--- config.mk ---
export PLATFORM = sky130hd
export DESIGN_NAME = modular_exponentiation
export DESIGN_NICKNAME = d
export VERILOG_FILES = /design/src/rtl/mexp_pkg.sv /design/src/rtl/mexp_mulmod.sv /design/src/rtl/modular_exponentiation.sv
export SDC_FILE = /design/constraint.sdc
export NUM_CORES = 2
export LEC_CHECK = 0
export BUFFER_PORTS_ARGS = -buffer_cell sky130_fd_sc_hd__buf_4
export CAP_MARGIN = 10
export CORE_MARGIN = 4
export CORE_UTILIZATION = 55
export DETAILED_ROUTE_END_ITERATION = 10
export GPL_TIMING_DRIVEN = 1
export PLACE_DENSITY_LB_ADDON = 0.3
export SLEW_MARGIN = 20
export SYNTH_ARGS = -nofsm -noshare
export SYNTH_HDL_FRONTEND = slang
export SYNTH_SLANG_ARGS = --single-unit
export TNS_END_PERCENT = 30
--- constraint.sdc ---
create_clock -name clock -period 7.5 [get_ports clock]
set_input_delay 0.75 -clock clock [delete_from_list [all_inputs] [get_ports clock]]
set_output_delay 0.75 -clock clock [all_outputs]
set_load 0.03 [all_outputs]
--- src/rtl/mexp_pkg.sv ---
// mexp_pkg: shared types and constants for the modular exponentiation block
// no dependencies; imported by mexp_mulmod and modular_exponentiation
package mexp_pkg;

   // fixed field widths of the stream and register ports
   localparam int BASE_WIDTH     = 64;
   localparam int EXP_WIDTH      = 64;
   localparam int RESULT_WIDTH   = 32;
   localparam int CSR_DATA_WIDTH = 32;
   localparam int CSR_ADDR_WIDTH = 3;
   localparam int REQ_DATA_WIDTH = BASE_WIDTH + EXP_WIDTH;

   // register map, indexed by word address
   localparam logic REG_MODULUS = 1'b0;

   localparam logic [CSR_DATA_WIDTH-1:0] MODULUS_RESET = 32'd1000000007;

   typedef enum logic [5:0] {
      S_IDLE   = 6'b000001,
      S_REDUCE = 6'b000010,
      S_FIX    = 6'b000100,
      S_EXP    = 6'b001000,
      S_WAIT   = 6'b010000,
      S_DONE   = 6'b100000
   } state_type;

endpackage

--- src/rtl/mexp_mulmod.sv ---
// mexp_mulmod: bit-serial shift-add modular multiplier, one multiplier bit per cycle
// depends on mexp_pkg; operands must be below the modulus
module mexp_mulmod
   import mexp_pkg::*;
#(
   parameter int MODULUS_BITS = 32
) (
   input  logic                    clock,
   input  logic                    reset,
   input  logic                    start,
   input  logic [MODULUS_BITS-1:0] a_operand,
   input  logic [MODULUS_BITS-1:0] b_operand,
   input  logic [MODULUS_BITS-1:0] modulus,
   output logic                    done,
   output logic [MODULUS_BITS-1:0] product
);

   localparam int CNT_BITS = (MODULUS_BITS > 1) ? $clog2(MODULUS_BITS) : 1;

   logic                    busy_ff, busy_in;
   logic                    done_ff, done_in;
   logic [CNT_BITS-1:0]     cnt_ff, cnt_in;
   logic [MODULUS_BITS-1:0] acc_ff, acc_in;
   logic [MODULUS_BITS-1:0] a_ff, a_in;
   logic [MODULUS_BITS-1:0] b_ff, b_in;

   logic [MODULUS_BITS:0] mod_ext;
   logic [MODULUS_BITS:0] dbl, dbl_red, sum, sum_red;

   // msb-first horner step: acc = 2*acc + bit*a, kept below the modulus
   always_comb begin
      mod_ext = {1'b0, modulus};
      dbl     = {acc_ff, 1'b0};
      dbl_red = (dbl >= mod_ext) ? (dbl - mod_ext) : dbl;
      sum     = dbl_red + (b_ff[MODULUS_BITS-1] ? {1'b0, a_ff} : '0);
      sum_red = (sum >= mod_ext) ? (sum - mod_ext) : sum;
   end

   always_comb begin
      busy_in = busy_ff;
      done_in = 1'b0;
      cnt_in  = cnt_ff;
      acc_in  = acc_ff;
      a_in    = a_ff;
      b_in    = b_ff;
      if (start) begin
         busy_in = 1'b1;
         cnt_in  = CNT_BITS'(MODULUS_BITS - 1);
         acc_in  = '0;
         a_in    = a_operand;
         b_in    = b_operand;
      end else if (busy_ff) begin
         acc_in = sum_red[MODULUS_BITS-1:0];
         b_in   = b_ff << 1;
         cnt_in = cnt_ff - 1'b1;
         if (cnt_ff == '0) begin
            busy_in = 1'b0;
            done_in = 1'b1;
         end
      end
   end

   always_ff @(posedge clock) begin
      if (reset) begin
         busy_ff <= 1'b0;
         done_ff <= 1'b0;
      end else begin
         busy_ff <= busy_in;
         done_ff <= done_in;
      end
      cnt_ff <= cnt_in;
      acc_ff <= acc_in;
      a_ff   <= a_in;
      b_ff   <= b_in;
   end

   assign done    = done_ff;
   assign product = acc_ff;

endmodule

--- src/rtl/modular_exponentiation.sv ---
// modular_exponentiation: top level, base^exponent mod p by square-and-multiply
// depends on mexp_pkg and mexp_mulmod
//
// usage
//  - req stream: one beat carries a signed 64-bit base and a signed exponent
//  - rsp stream: one beat per request, the residue base^exponent mod p
//  - csr apb port: register 0 (byte address 0) holds the modulus p,
//    reset value 1000000007; write only while the block is idle
//  - p of zero or one, or a base that reduces to zero, answers 0;
//    otherwise an exponent of zero or below answers 1
//  - sequence: an accept state, bit-serial reduction of the 64-bit base,
//    a fix-up state, then per exponent bit up to the highest set one a
//    square-and-multiply round, then the done state and the output register
//  - the rate is set by the two shift-add modular multipliers, which run
//    the square and the multiply side by side one bit per cycle
//  - one item at a time: req_tready is high only when the engine is idle,
//    also while an earlier result still sits in the output register
//  - a stalled rsp side holds the result; the engine waits in its done
//    state until the output register frees up
//  - reset returns the engine to idle, drops rsp_tvalid and reloads p
module modular_exponentiation
   import mexp_pkg::*;
#(
   parameter int MODULUS_BITS  = 32,
   parameter int EXPONENT_BITS = 64
) (
   input  logic                      clock,
   input  logic                      reset,
   // request stream
   input  logic                      req_tvalid,
   output logic                      req_tready,
   input  logic [REQ_DATA_WIDTH-1:0] req_tdata,   // base_value[63:0], exponent[127:64]
   // result stream
   output logic                      rsp_tvalid,
   input  logic                      rsp_tready,
   output logic [RESULT_WIDTH-1:0]   rsp_tdata,   // power_residue[31:0]
   // register port
   input  logic                      csr_psel,
   input  logic                      csr_penable,
   input  logic                      csr_pwrite,
   input  logic [CSR_ADDR_WIDTH-1:0] csr_paddr,
   input  logic [CSR_DATA_WIDTH-1:0] csr_pwdata,
   output logic [CSR_DATA_WIDTH-1:0] csr_prdata,
   output logic                      csr_pready
);

   localparam int RCNT_BITS = $clog2(BASE_WIDTH);

   // registers
   state_type                state_ff, state_in;
   logic [MODULUS_BITS-1:0]  modulus_ff, modulus_in;
   logic [MODULUS_BITS-1:0]  m_cur_ff, m_cur_in;      // modulus frozen for this item
   logic [BASE_WIDTH-1:0]    base_ff, base_in;        // magnitude, shifted out msb first
   logic                     neg_ff, neg_in;
   logic [EXPONENT_BITS-1:0] exp_ff, exp_in;
   logic [MODULUS_BITS-1:0]  red_ff, red_in;          // running remainder of the base
   logic [RCNT_BITS-1:0]     rcnt_ff, rcnt_in;
   logic [MODULUS_BITS-1:0]  res_ff, res_in;          // running result
   logic [MODULUS_BITS-1:0]  x_ff, x_in;              // running power of the base
   logic [MODULUS_BITS-1:0]  result_ff, result_in;
   logic                     rsp_tvalid_ff, rsp_tvalid_in;
   logic [RESULT_WIDTH-1:0]  rsp_data_ff, rsp_data_in;

   // datapath signals
   logic [BASE_WIDTH-1:0]    req_base;
   logic [EXPONENT_BITS-1:0] req_exp;
   logic                     req_accept;
   logic                     csr_write;
   logic [MODULUS_BITS:0]    red_shift, red_sub, m_ext;
   logic [MODULUS_BITS-1:0]  x_fix;
   logic                     rsp_load;
   logic                     mul_start;
   logic                     mul_done_r, mul_done_s;
   logic [MODULUS_BITS-1:0]  mul_prod_r, mul_prod_s;

   assign req_base   = req_tdata[BASE_WIDTH-1:0];
   assign req_exp    = req_tdata[BASE_WIDTH +: EXPONENT_BITS];
   assign req_tready = (state_ff == S_IDLE);
   assign req_accept = req_tvalid && req_tready;

   // register port, word addressed
   assign csr_pready = 1'b1;
   assign csr_write  = csr_psel && csr_penable && csr_pwrite
                       && (csr_paddr[2] == REG_MODULUS);
   assign csr_prdata = (csr_paddr[2] == REG_MODULUS) ? CSR_DATA_WIDTH'(modulus_ff) : '0;
   assign modulus_in = csr_write ? MODULUS_BITS'(csr_pwdata) : modulus_ff;

   // one restoring-division bit of the base per cycle
   always_comb begin
      m_ext     = {1'b0, m_cur_ff};
      red_shift = {red_ff, base_ff[BASE_WIDTH-1]};
      red_sub   = red_shift - m_ext;
      x_fix     = (neg_ff && (red_ff != '0)) ? (m_cur_ff - red_ff) : red_ff;
   end

   // result multiply and base square share the same operand snapshot
   mexp_mulmod #(.MODULUS_BITS(MODULUS_BITS)) u_mul_res (
      .clock     (clock),
      .reset     (reset),
      .start     (mul_start),
      .a_operand (res_ff),
      .b_operand (x_ff),
      .modulus   (m_cur_ff),
      .done      (mul_done_r),
      .product   (mul_prod_r)
   );

   mexp_mulmod #(.MODULUS_BITS(MODULUS_BITS)) u_mul_sq (
      .clock     (clock),
      .reset     (reset),
      .start     (mul_start),
      .a_operand (x_ff),
      .b_operand (x_ff),
      .modulus   (m_cur_ff),
      .done      (mul_done_s),
      .product   (mul_prod_s)
   );

   always_comb begin
      state_in  = state_ff;
      m_cur_in  = m_cur_ff;
      base_in   = base_ff;
      neg_in    = neg_ff;
      exp_in    = exp_ff;
      red_in    = red_ff;
      rcnt_in   = rcnt_ff;
      res_in    = res_ff;
      x_in      = x_ff;
      result_in = result_ff;
      mul_start = 1'b0;
      rsp_load  = 1'b0;

      unique case (state_ff)
         S_IDLE: begin
            if (req_accept) begin
               m_cur_in = modulus_ff;
               neg_in   = req_base[BASE_WIDTH-1];
               base_in  = req_base[BASE_WIDTH-1] ? (BASE_WIDTH'(0) - req_base) : req_base;
               exp_in   = req_exp;
               red_in   = '0;
               rcnt_in  = RCNT_BITS'(BASE_WIDTH - 1);
               if (modulus_ff == '0) begin
                  // zero modulus answers zero
                  result_in = '0;
                  state_in  = S_DONE;
               end else begin
                  state_in = S_REDUCE;
               end
            end
         end
         S_REDUCE: begin
            red_in  = red_sub[MODULUS_BITS] ? red_shift[MODULUS_BITS-1:0]
                                            : red_sub[MODULUS_BITS-1:0];
            base_in = base_ff << 1;
            rcnt_in = rcnt_ff - 1'b1;
            if (rcnt_ff == '0) begin
               state_in = S_FIX;
            end
         end
         S_FIX: begin
            x_in   = x_fix;
            res_in = MODULUS_BITS'(1);
            if (x_fix == '0) begin
               result_in = '0;
               state_in  = S_DONE;
            end else if (exp_ff[EXPONENT_BITS-1]) begin
               // negative exponent with a nonzero base
               result_in = MODULUS_BITS'(1);
               state_in  = S_DONE;
            end else begin
               state_in = S_EXP;
            end
         end
         S_EXP: begin
            if (exp_ff == '0) begin
               result_in = res_ff;
               state_in  = S_DONE;
            end else begin
               mul_start = 1'b1;
               state_in  = S_WAIT;
            end
         end
         S_WAIT: begin
            if (mul_done_r) begin
               res_in   = exp_ff[0] ? mul_prod_r : res_ff;
               x_in     = mul_prod_s;
               exp_in   = exp_ff >> 1;
               state_in = S_EXP;
            end
         end
         S_DONE: begin
            if (!rsp_tvalid_ff || rsp_tready) begin
               rsp_load = 1'b1;
               state_in = S_IDLE;
            end
         end
         default: begin
            state_in = S_IDLE;
         end
      endcase
   end

   // output register: holds the beat until the receiver takes it
   assign rsp_tvalid_in = rsp_load || (rsp_tvalid_ff && !rsp_tready);
   assign rsp_data_in   = rsp_load ? RESULT_WIDTH'(result_ff) : rsp_data_ff;

   always_ff @(posedge clock) begin
      if (reset) begin
         state_ff      <= S_IDLE;
         modulus_ff    <= MODULUS_BITS'(MODULUS_RESET);
         rsp_tvalid_ff <= 1'b0;
      end else begin
         state_ff      <= state_in;
         modulus_ff    <= modulus_in;
         rsp_tvalid_ff <= rsp_tvalid_in;
      end
      m_cur_ff    <= m_cur_in;
      base_ff     <= base_in;
      neg_ff      <= neg_in;
      exp_ff      <= exp_in;
      red_ff      <= red_in;
      rcnt_ff     <= rcnt_in;
      res_ff      <= res_in;
      x_ff        <= x_in;
      result_ff   <= result_in;
      rsp_data_ff <= rsp_data_in;
   end

   assign rsp_tvalid = rsp_tvalid_ff;
   assign rsp_tdata  = rsp_data_ff;

`ifndef SYNTH
   // an accepted beat always takes the engine out of idle
   a_accept_leaves_idle: assert property (@(posedge clock) disable iff (reset)
      req_accept |=> !req_tready)
      else $error("engine stayed idle after an accepted request");

   // both multipliers run in lockstep and only finish while awaited
   a_mul_lockstep: assert property (@(posedge clock) disable iff (reset)
      (mul_done_r == mul_done_s) && (!mul_done_r || state_ff == S_WAIT))
      else $error("multiplier completion out of step");

   // running power stays a proper residue during exponentiation
   a_x_reduced: assert property (@(posedge clock) disable iff (reset)
      (state_ff == S_EXP) |-> (x_ff < m_cur_ff) && (res_ff < m_cur_ff))
      else $error("operand not reduced below the modulus");

   // a delivered result is below a nonzero modulus
   a_result_reduced: assert property (@(posedge clock) disable iff (reset)
      (rsp_load && m_cur_ff != '0) |-> (result_ff < m_cur_ff))
      else $error("result not reduced below the modulus");

   // the engine never overwrites a result still waiting in the output register
   a_no_overwrite: assert property (@(posedge clock) disable iff (reset)
      (rsp_tvalid_ff && !rsp_tready) |-> !rsp_load)
      else $error("output register overwritten while stalled");
`endif

endmodule

Word level (Yosys, flattened, before mapping):

Cells that the tools add are included.

* flip-flop bits (word level): 571
* output and inout port bits: 67

* add/sub/neg operators: 12
* $lt $le $gt $ge: 4
* equal/unequal tests: 14
* muxes and demuxes: 54
* bitwise gates (word level): 2
* reduce and logical (&&, ||, !) cells: 31

Operators with widths (count)
* 2-to-1 mux 32 bit: 20
* 2-to-1 mux 64 bit: 4
* one-hot mux 64 bit (2 select lines): 2
* one-hot mux 32 bit (2 select lines): 3
* greater-or-equal comparator 33 x 32 -> 1 bit: 4
* subtractor 33 x 32 -> 33 bit: 3
* one-hot mux 32 bit (3 select lines): 1
* subtractor 32 bit: 3
* adder 33 x 32 -> 33 bit: 2
* 2-to-1 mux 33 bit: 2
* logical NOT 32 bit: 2
* logical NOT 64 bit: 1
* subtractor 1 x 64 -> 64 bit (first input constant): 1
* 2-to-1 mux 6 bit: 9
* one-hot mux 6 bit (6 select lines): 1
* nonzero test 32 bit: 1
* one-hot mux 6 bit (2 select lines): 1
* 2-to-1 mux 1 bit: 11
* logical NOT 5 bit: 2
* nonzero test 2 bit: 5
* subtractor 5 x 1 -> 5 bit (second input constant): 2
* inequality test 2 bit (second input constant): 4
* == test 6 x 1 -> 1 bit (second input constant): 1
* == test 6 x 2 -> 1 bit (second input constant): 1
* 18 further kinds: 31

Depth between registers and ports, before layout:

* word-level depth: 6
* mapped depth: 40

Cells and area by module:

A second synthesis with hierarchy kept.

* cells, all modules: 4204
* area total of the unflattened synthesis: 39092.5 um2

By module, submodules not included
* modular_exponentiation: instances 1, cells an instance 2010, area each 20099.3 um2
* mexp_mulmod (u_mul_res): instances 1, cells an instance 1112, area each 9505.4 um2
* mexp_mulmod (u_mul_sq): instances 1, cells an instance 1082, area each 9487.8 um2

Worst setup path before layout:

OpenSTA, ideal clock, no wires.

* path kind: register to register
* start point: reg m_cur_ff[20]
* end point: reg u_mul_sq.acc_ff[0] (netlist: u_mul_sq.product[0])
* setup time: 250 ps
* arrival: 7216 ps
* data required time: 7250 ps
* setup slack: 34 ps
* stages on the path, launching flop included: 34
* path buffers: 4
* path through: edfxtp_1 inv_1 ha_1 and3_1 and2_1 nand2_1 or4_1 o311a_1 a21oi_1 clkbuf_1 clkbuf_1 a21oi_1 ha_1 o21ai_0 nor4_1 o32ai_1 o21ai_0 a21oi_1 o21ai_0 a31oi_1 xnor2_1 ha_1 and4_1 and3_1 a221oi_1 nand3b_1 o221ai_1 a21oi_1 nor3b_1 mux2i_1 buf_2 buf_1 o211ai_1 a21oi_1

* word-level cells in the longest chain between the ends: 5

Ends and longest elaborated chain
* start, declared: RTL line modular_exponentiation.sv:52 `logic [MODULUS_BITS-1:0] m_cur_ff, m_cur_in;`
* start signal, assigned: RTL line modular_exponentiation.sv:217 `m_cur_ff <= m_cur_in;`
* subtractor 33 x 32 -> 33 bit / greater-or-equal comparator 33 x 32 -> 1 bit (equally long branches): RTL line mexp_mulmod.sv:34 `dbl_red = (dbl >= mod_ext) ? (dbl - mod_ext) : dbl;`
* 2-to-1 mux 33 bit: RTL line mexp_mulmod.sv:34
* adder 33 x 32 -> 33 bit: RTL line mexp_mulmod.sv:35 `sum = dbl_red + (b_ff[MODULUS_BITS-1] ? {1'b0, a_ff} : '0);`
* greater-or-equal comparator 33 x 32 -> 1 bit / subtractor 32 bit (equally long branches): RTL line mexp_mulmod.sv:36 `sum_red = (sum >= mod_ext) ? (sum - mod_ext) : sum;`
* 2-to-1 mux 32 bit *: RTL line mexp_mulmod.sv:36
* end signal, assigned: RTL line mexp_mulmod.sv:72 `acc_ff <= acc_in;`
* end, declared: RTL line mexp_mulmod.sv:23 `logic [MODULUS_BITS-1:0] acc_ff, acc_in;`

Mark *: on every way between the ends. The rest lies on a longest branch, timed or not.
A chain may end at the register's enable or synchronous reset.

Worst setup path after layout:

* start point: reg m_cur_ff[20]
* end point: reg u_mul_sq.acc_ff[13] (netlist: u_mul_sq.product[13])

The elaborated chain is that of the path after synthesis.

==> flow_metrics.py <==
metrics = {
    "status": {
        "outcome": "completed",
    },
    "synthesis": {
        "synth_top_area_share_pct": 36.09,
        "yosys.area.top_type": "edfxtp_1",
        "synthTopCellsByArea": "edfxtp_1, ha_1, nand2_1, dfxtp_1, a21oi_1",
        "synth_cell_types": 82,
        "ys.flop_type": "edfxtp_1",
        "synth-seq-area-share_pct": 42.23,
        "synth_fp_nets": 4615,
        "syn_inst": 4177,
        "synth_edf_count": 455,
        "synth_seq_cells": 571,
        "async_reset_ff_share_pct": 0,
        "synth_warnings": 0,
        "synth.avg_cell_area_um2": 9.062,
        "syn-cell-area_um2": 37850,
    },
    "clocking": {
        "clk_latency_ns": 0.63,
        "clock_sinks": 571,
        "htree_levels": 3,
        "cts_buffer_depth": 3,
        "clk_pin_slew_ns": 0.06,
        "cts_buffers": 66,
        "cts_hold_buf": 0,
        "root_buffer": "clkbuf_16",
        "cts_tree": "built",
    },
    "worst_setup_path": {
        "required_ns": 7.97,
        "critical_path.most_common_cell": "buf_4",
        "rrSetupSlack_ns": 0.05,
        "max_stage_delay_ns": 0.50,
        "reg2reg_depth": 37,
        "arrival_ns": 7.92,
        "crit_path_max_fanout": 14,
        "startpoint_type": "register",
        "r2r_end": "u_mul_sq.product[13]",
        "crit_slowest_cell": "or4_1",
        "setup.worst_path.end_class": "register",
        "crit_type": "reg2reg",
        "r2r-start": "m_cur_ff[20]",
    },
    "floorplanning": {
        "die_area_um2": 73090,
        "num_rows": 95,
        "die_w_um": 270.3,
        "die_y_um": 270.3,
        "coreArea_um2": 67750,
        "initial_core_util_pct": 55.87,
        "io_pins": 237,
    },
    "layout": {
        "nFillCells": 5115,
        "area_delta_synth_final_pct": 26.93,
        "final_common_cell": "buf_4",
        "final_util_pct": 70.92,
        "mostFrequentLayoutCells": "buf_4, nand2_1, edfxtp_1, a21oi_1, o21ai_0",
        "final_cells": 5787,
        "fin_area_um2": 48050,
        "drive_gt1_share_pct": 22.94,
        "fin_nets": 5299,
    },
    "timing": {
        "fmax_ghz": 0.1342,
        "tightest_slew_ns": 1.086,
        "finalSetupViolCount": 0,
        "rsz0062_at_grt": "true",
        "finClkSkew_ns": 0.03187,
        "whs_ns": 0.3409,
        "finalCritPeriodShare_pct": 99.35,
        "setup_tns_ns": 0,
        "setup_slack_ns": 0.04908,
        "min_period_ns": 7.451,
        "hold_viol_final": 0,
        "drv_slew": 0,
        "timing.slew.headroom_pct": 27.62,
    },
    "drt": {
        "vias": 34527,
        "final_antenna_net_count": 0,
        "firstDrtPassIters": 6,
        "drt_iter0_markers": 3291,
        "totalWireLength_mm": 117.2,
        "route.detailed.drc": 0,
        "post_drt_via_cell_ratio": 5.966,
        "avgRoutedWirePerCell_um": 20.25,
    },
    "power": {
        "p_seq_share_pct": 30.7,
        "p_sw_share_pct": 38.03,
        "p_comb_share_pct": 45.9,
        "intPower_mw": 8.925,
        "p_per_area_nw_per_um2": 299.7,
        "peakVddDrop_uv": 251.1,
        "clock_power_share_pct": 23.4,
        "total_power_mw": 14.40,
        "p_leak_nw": 20.54,
        "p_sw_mw": 5.477,
    },
    "placed_design": {
        "gp_congestion": 0.9873,
        "dp_cells": 5621,
        "place_area_um2": 44080,
        "port_buffers": 233,
        "dp_hpwl_mm": 85.93,
        "dpl_worst_slack_ns": -0.4728,
    },
    "global_route": {
        "grt_usage_pct": 29.99,
        "grt_overflow": 0,
        "grt_pass1_vias": 32631,
        "antenna_found_initial": 3,
        "grt_pass1_wl_mm": 175.6,
        "grt_start_max_net_pins": 111,
    },
    "min_path": {
        "hold_class": "in2reg",
        "hold_start": "csr_pwdata[11]",
        "hold_end": "modulus_ff[11]",
        "holdPathStages": 3,
    },
    "run": {
        "drv_cap": 0,
    },
}
[worst max-delay path: cells and delay by family, from the launching register on]
family / cells / cell delay [ns]
buffers and inverters: 8 / 1.23
multiplexers: 1 / 0.07
AO/OA/AOI/OAI: 15 / 3.03
AND/OR/NAND/NOR: 10 / 1.53
flip-flops: 1 / 0.47
adder cells (fa/ha/maj): 3 / 0.93
[cells by family after synthesis]
group | Yosys count | synth area share (%)
buffers and inverters | 302 | 3.024
multiplexers | 77 | 2.096
other | 1 | 0.009907
XOR/XNOR | 296 | 6.849
flip-flops | 571 | 42.23
AND/OR/NAND/NOR | 1611 | 19.95
adder cells (fa/ha/maj) | 268 | 9.017
AO/OA/AOI/OAI | 1051 | 16.82
[repair_timing]
| action | 4_1_cts | 5_1_grt |
|---|---|---|
| setup endpoints to repair | 64 | 64 |
| gates cloned | 0 | 3 |
| pin swaps | 28 | 123 |
| setup buffers | 5 | 36 |
| resized for setup | 60 | 225 |
[power groups by stage]
stage	Sequential (mW)	Clock, mW	Combinational, mW
4_1_cts	4.40	3.42	6.16
2_1_floorplan	4.38	0	4.00
3_5_place_dp	4.46	0	6.05
6_report	4.42	3.37	6.61
5_1_grt	4.45	3.57	7.13
3_3_place_gp	4.44	0	5.96
[layer usage]
metal / vias to the layer above / wire length (um) / GRT usage, %
met5: - / 0 / 0
met4: 0 / 5787 / 11.78
met3: 327 / 9581 / 6.263
met2: 1455 / 53740 / 48.58
met1: 16345 / 48110 / 39.67
li1: 16400 / - / -
[worst max-delay path by stage]
stage                      start                   end
finish              m_cur_ff[20]  u_mul_sq.product[13]
global route        m_cur_ff[20]  u_mul_res.product[4]
CTS                 m_cur_ff[26]  u_mul_res.product[0]
detailed placement   m_cur_ff[1]   u_mul_sq.product[2]
global placement     m_cur_ff[1]  u_mul_sq.product[20]
floorplan           m_cur_ff[20]   u_mul_sq.product[0]
[cell type report]
| cell class | instances | area [um^2] | area share [%] |
|---|---|---|---|
| antenna | 1 | 2.502 | 0.005208 |
| clock buffer | 90 | 1854 | 3.859 |
| clock inverter | 30 | 409.1 | 0.8515 |
| inverter | 144 | 559.3 | 1.164 |
| multi-input combinational | 3304 | 21940 | 45.67 |
| sequential | 571 | 15990 | 33.27 |
| tap | 873 | 1092 | 2.273 |
| timing repair buffer | 774 | 6201 | 12.91 |
[synth_stat cells, types with 6 or more instances]
cell type and count:
nand2_1 735, edfxtp_1 455, a21oi_1 338, o21ai_0 304, nor2_1 283, ha_1 260
xnor2_1 151, and2_1 145, xor2_1 145, clkbuf_1 143, inv_1 143, dfxtp_1 116
a21o_1 89, nor2b_1 70, nor3_1 61, mux2i_1 59, nand3_1 54, a211oi_1 50
nand2b_1 42, nor4_1 42, nand4_1 40, o31ai_1 36, o21a_1 34, a31oi_1 28
and3_1 27, nand3b_1 26, o211ai_1 25, o21bai_1 23, or3_1 22, o21ai_1 19
mux2_2 18, o41ai_1 15, or4_1 14, or2_2 11, nor3b_1 10, a2111oi_0 9
buf_1 8, fa_1 8, a21boi_0 7, a211o_1 6, a221oi_1 6, buf_2 6
nand4b_1 6
[sequential cells by signal (all words and copies together) (netlist names), 5 cells and up]
| name | count |
|---|---|
| base_ff | 64 |
| exp_ff | 64 |
| m_cur_ff | 32 |
| modulus_ff | 32 |
| rcnt_ff | 6 |
| red_ff | 32 |
| res_ff | 32 |
| result_ff | 32 |
| rsp_tdata | 32 |
| state_ff | 6 |
| u_mul_res.a_ff | 32 |
| u_mul_res.b_ff | 32 |
| u_mul_res.cnt_ff | 5 |
| u_mul_res.product | 32 |
| u_mul_sq.a_ff | 32 |
| u_mul_sq.b_ff | 32 |
| u_mul_sq.cnt_ff | 5 |
| u_mul_sq.product | 32 |
| x_ff | 32 |
Power figures use the tool's default switching activity.
